`src/rtl/qrrs_pkg.sv`:
```
// shared constants and types for the quadratic real root solver
`timescale 1ns / 1ps

package qrrs_pkg;

    localparam int COEF_WIDTH_DEF = 32;
    localparam int FRAC_BITS_DEF  = 16;
    localparam int FIFO_DEPTH     = 4;

    typedef enum logic [1:0] {
        ST_REAL     = 2'd0,
        ST_A_ZERO   = 2'd1,
        ST_NEG_DISC = 2'd2
    } status_t;

endpackage

```
`src/rtl/qrrs_fifo.sv`:
```
// small queue between the front end and the root pipeline
`timescale 1ns / 1ps

module qrrs_fifo #(
    parameter int DW = 8
) (
    input  logic          aclk,
    input  logic          aresetn,
    input  logic          push,
    input  logic [DW-1:0] wr_data,
    input  logic          pop,
    output logic [DW-1:0] rd_data,
    output logic          full,
    output logic          empty
);
    import qrrs_pkg::*;

    localparam int AW = $clog2(FIFO_DEPTH);
    localparam int CW = $clog2(FIFO_DEPTH + 1);

    logic [DW-1:0] mem_reg [FIFO_DEPTH];
    logic [AW-1:0] wr_ptr_reg, rd_ptr_reg;
    logic [CW-1:0] count_reg;

    always_ff @(posedge aclk) begin
        if (!aresetn) begin
            wr_ptr_reg <= '0;
            rd_ptr_reg <= '0;
            count_reg  <= '0;
        end else begin
            if (push) wr_ptr_reg <= wr_ptr_reg + AW'(1);
            if (pop)  rd_ptr_reg <= rd_ptr_reg + AW'(1);
            if (push && !pop)      count_reg <= count_reg + CW'(1);
            else if (pop && !push) count_reg <= count_reg - CW'(1);
        end
    end

    always_ff @(posedge aclk) begin
        if (push) mem_reg[wr_ptr_reg] <= wr_data;
    end

    assign rd_data = mem_reg[rd_ptr_reg];
    assign full    = (count_reg == CW'(FIFO_DEPTH));
    assign empty   = (count_reg == '0);
endmodule

```
`config.mk`:
```
export PLATFORM = sky130hd
export DESIGN_NAME = qrrs_fifo
export DESIGN_NICKNAME = d
export VERILOG_FILES = /design/src/rtl/qrrs_pkg.sv /design/src/rtl/qrrs_fifo.sv
export SDC_FILE = /design/constraint.sdc
export NUM_CORES = 1
export LEC_CHECK = 0
export BUFFER_PORTS_ARGS = -buffer_cell sky130_fd_sc_hd__buf_2
export CAP_MARGIN = 25
export CORE_MARGIN = 4
export CORE_UTILIZATION = 26
export CTS_CLUSTER_SIZE = 25
export DETAILED_ROUTE_END_ITERATION = 8
export GPL_TIMING_DRIVEN = 0
export PLACE_DENSITY = 0.51
export SETUP_SLACK_MARGIN = 0.02
export SYNTH_ARGS = -nofsm -noshare
export SYNTH_HDL_FRONTEND = slang
export SYNTH_SLANG_ARGS = --single-unit
```
`constraint.sdc`:
```
create_clock -name aclk -period 1.45 [get_ports aclk]
set_input_delay 0.2175 -clock aclk [delete_from_list [all_inputs] [get_ports aclk]]
set_output_delay 0.2175 -clock aclk [all_outputs]
set_load 0.01 [all_outputs]
```
==> out/qor.csv <==
stage,metric,value,unit
status,result_of_the_run,"complete, but fails checks",
status,violations,setup timing,
cts,htree_num_levels,2,
power_and_ir_drop,total_leakage_power,0.000706,uW
worst_setup_path,path_max_fanout,8,
timing,timing.final.max_slew_violations,0,
logic_synthesis,combinational_family_with_the_most_area_after_synthesis,multiplexers,
timing,min_period,1640,ps
power_and_ir_drop,design_power_total,2620,uW
logic_synthesis,synth_compound_gate_area_share,0.781,%
logic_synthesis,postSynthNetCount,103,
grt,wire_length_of_the_first_global_routing_pass,4.53,mm
logic_synthesis,ys_warn_count,0,
logic_synthesis,ys_seq_elements,41,
logic_synthesis,synthSimpleGateAreaFrac,5.70,%
timing,tightestPinTransition,442,ps
cts,clock-root-buffer,sky130_fd_sc_hd__clkbuf_8,
power_and_ir_drop,clockPowerShare,33.4,%
timing,max_freq,610,MHz
place,portbufs,21,
worst_setup_path,cell_chain_critical_path,buf_12 -> mux4_2 -> buf_6,
power_and_ir_drop,cell_internal_pwr,2050,uW
route,dr.first_iter.drc_count,38,
logic_synthesis,synth.area.top_cells,"sky130_fd_sc_hd__edfxtp_1 60%, sky130_fd_sc_hd__dfxtp_1 11%, sky130_fd_sc_hd__mux4_2 11%",
timing,relSlewSlack,70.5,%
timing,skew,3.60,ps
worst_setup_path,crit_family,multiplexers,
cts,cts_tree,done,
power_and_ir_drop,power.share.combinational,13.9,%
layout,nets,131,
timing,final_critical_path_setup_slack,-190,ps
logic_synthesis,synthXorXnorAreaFrac,2.73,%
layout,areaGrowthSynthToFinish,23.0,%
power_and_ir_drop,power-per-cell-area,1330,mW/mm^2
cts,clk_pin_slew_worst_paths,70,ps
logic_synthesis,syn_avg_cell_area,18.9,um^2
cts,cts_made_buffers,5,
worst_setup_path,critPathSlowestCell,sky130_fd_sc_hd__mux4_2,
worst_setup_path,worstSetupEndpointType,output pin,
grt,vias_in_the_first_global_route,916,
route,route.final.wire_length,2.67,mm
die,initial_utilization,26.9,%
die,die_w,86.5,um
logic_synthesis,synth_top_cell_by_area,sky130_fd_sc_hd__edfxtp_1,
cts,cts.hold.buffers_added,0,
die,core-area,0.00596,mm^2
power_and_ir_drop,switching_share,21.9,%
place,place_hpwl,1.90,mm
power_and_ir_drop,power.switching,575,uW
die,dieHeight,86.5,um
die,io_pins,22,
logic_synthesis,synth_cell_type_count,19,
worst_setup_path,cp_data_required_time,1230,ps
route,drc,0,
logic_synthesis,area_share_of_fa_ha_maj_cells_after_synthesis,5.15,%
layout,drive_gt1_share,38.6,%
job,cap_violations,0,
timing,finalCritPeriodShare,113,%
timing,report.final.hold_viol_count,0,
logic_synthesis,post-synth-top-area-fraction,60.0,%
worst_setup_path,crit_path_start_kind,flip-flop,
cts,clock_sink_count,41,
cts,clk_latency,280,ps
worst_setup_path,r2r_slack,-10,ps
worst_setup_path,timing.critical_path.slowest_cell_delay,520,ps
place,cells_after_dpl,181,
grt,global_route.usage.total,8.03,%
layout,antenna_diode_instance_count,0,
route,antenna_violating_nets_left,0,
power_and_ir_drop,worst_ir_drop_on_vdd,0.484,mV
grt,overflow,0,
logic_synthesis,yosysSeqAreaShare,71.2,%
worst_setup_path,critical_path_class,reg -> out,
timing,grt_setup_unrepaired,yes,
route,post_detailed_route_wirelength_per_cell,14.1,um
grt,grt_antenna_before_repair,0,
power_and_ir_drop,sequentialPowerShare,52.7,%
logic_synthesis,netlist_area,0.00160,mm^2
logic_synthesis,post_synth_inst_count,85,
layout,stdcell_count,189,
route,dr_total_vias,784,
grt,largest_net_degree_at_the_start_of_global_routing,13,
cts,post_cts.repair.setup_buffers,0,
layout,largest_reg_flops,32,
die,die_area,0.00748,mm^2
timing,timing.final.setup_violations,9,
hold_path,timing.hold.worst.class,in -> reg,
route,avgViaCountPerCell,4.15,
cts,ctsLongestPathBuffers,2,
place,gp_congestion,0.597,
worst_setup_path,endpoint_arrival_time_on_the_critical_path,1420,ps
worst_setup_path,timing.critical_path.buf_inv,2,
logic_synthesis,muxShareOfSynthArea,12.5,%
route,drt-pass1-iter-count,4,
die,placementRows,28,
place,placement.setup.worst_slack,-264,ps
==> path summary, 6_finish.rpt <==
| kind | from | to | cells past startpoint |
|---|---|---|---|
| max | flip-flop | rd_data[7] | 3 |
| min reg2reg | count_reg[2] | count_reg[2] | 2 |
| max reg2reg | count_reg[0] | count_reg[2] | 4 |
| min | wr_data[2] | mem_reg[0][2] | 1 |
==> cells in the final DEF, fill, tap and decap left out <==
master | Yosys | routed
sky130_fd_sc_hd__edfxtp_1 | 32 | 32
sky130_fd_sc_hd__buf_2 | 0 | 14
sky130_fd_sc_hd__mux4_2 | 8 | 8
sky130_fd_sc_hd__dfxtp_1 | 9 | 7
sky130_fd_sc_hd__buf_6 | 1 | 7
sky130_fd_sc_hd__and2_1 | 9 | 6
sky130_fd_sc_hd__clkbuf_8 | 0 | 5
sky130_fd_sc_hd__inv_1 | 4 | 4
sky130_fd_sc_hd__ha_1 | 5 | 4
sky130_fd_sc_hd__and2_2 | 0 | 3
sky130_fd_sc_hd__xor2_1 | 3 | 3
sky130_fd_sc_hd__xnor2_1 | 2 | 2
sky130_fd_sc_hd__mux2i_1 | 2 | 2
sky130_fd_sc_hd__nor2b_1 | 2 | 2
sky130_fd_sc_hd__dfxtp_2 | 0 | 2
sky130_fd_sc_hd__buf_12 | 0 | 1
sky130_fd_sc_hd__clkbuf_2 | 1 | 1
sky130_fd_sc_hd__nor3_1 | 1 | 1
sky130_fd_sc_hd__nor3b_1 | 1 | 1
sky130_fd_sc_hd__nand2_1 | 1 | 1
sky130_fd_sc_hd__o21ai_0 | 1 | 1
sky130_fd_sc_hd__or3_1 | 1 | 1
sky130_fd_sc_hd__a21boi_1 | 1 | 1
sky130_fd_sc_hd__fa_2 | 0 | 1
sky130_fd_sc_hd__ha_2 | 0 | 1
sky130_fd_sc_hd__bufinv_16 | 0 | 1
sky130_fd_sc_hd__clkinv_1 | 0 | 1
sky130_fd_sc_hd__clkbuf_1 | 0 | 1
==> metal layers <==
metal | GRT usage (%) | vias to the layer above | wire length, um
li1 | - | 369 | -
met5 | 0 | - | 0
met2 | 13.3 | 23 | 1310
met1 | 9.57 | 387 | 1150
met3 | 3.52 | 5 | 181
met4 | 2.12 | 0 | 29
==> power by group through the flow <==
stage | clock [uW] | sequential [uW] | combinational [uW]
finish | 877 | 1380 | 365
global placement | 0 | 1400 | 307
CTS | 891 | 1380 | 342
global route | 951 | 1390 | 401
detailed placement | 0 | 1410 | 328
floorplan | 0 | 1400 | 209
==> what timing repair did <==
| action | 4_1_cts | 5_1_grt |
|---|---|---|
| cloned | 0 | 0 |
| hold endpoints to repair | 0 | 0 |
| endpoints found under the setup margin | 9 | 32 |
| resized for setup | 5 | 9 |
==> cells by family (layout without fill, tap and decap cells) <==
group,after synthesis,count (layout)
multiplexers,10,10
XOR/XNOR,5,5
adder cells (fa/ha/maj),6,6
buffers and inverters,6,35
AO/OA/AOI/OAI,2,2
flip-flops,41,41
AND/OR/NAND/NOR,15,15
==> area by class of cell <==
class,instances,area [um^2]
plain buffers,2,25.0
clock buffers,6,72.6
repair buffers,21,149
inverters,4,15.0
well taps,75,93.8
flip-flops and latches,41,1140
clock inverters,2,33.8
multi-input cells,38,439
fillers,597,3980
==> cell usage after synthesis, drive strengths merged <==
cell type,n
a21boi,1
and2,9
buf,1
clkbuf,1
dfxtp,9
edfxtp,32
fa,1
ha,5
inv,4
mux2i,2
mux4,8
nand2,1
nor2b,2
nor3,1
nor3b,1
o21ai,1
or3,1
xnor2,2
xor2,3
==> per-stage QoR <==
step	instance area, um^2	setup TNS, ps	hold slack [ps]	util [%]
floorplan	1610	0	316	-
global placement	1810	-143	431	30.3
detailed placement	1810	-264	438	30.3
CTS	1930	-1670	142	32.4
global route	1970	-2010	141	33.1
finish	1970	-1420	145	33.1
Power figures use the tool's default switching activity.
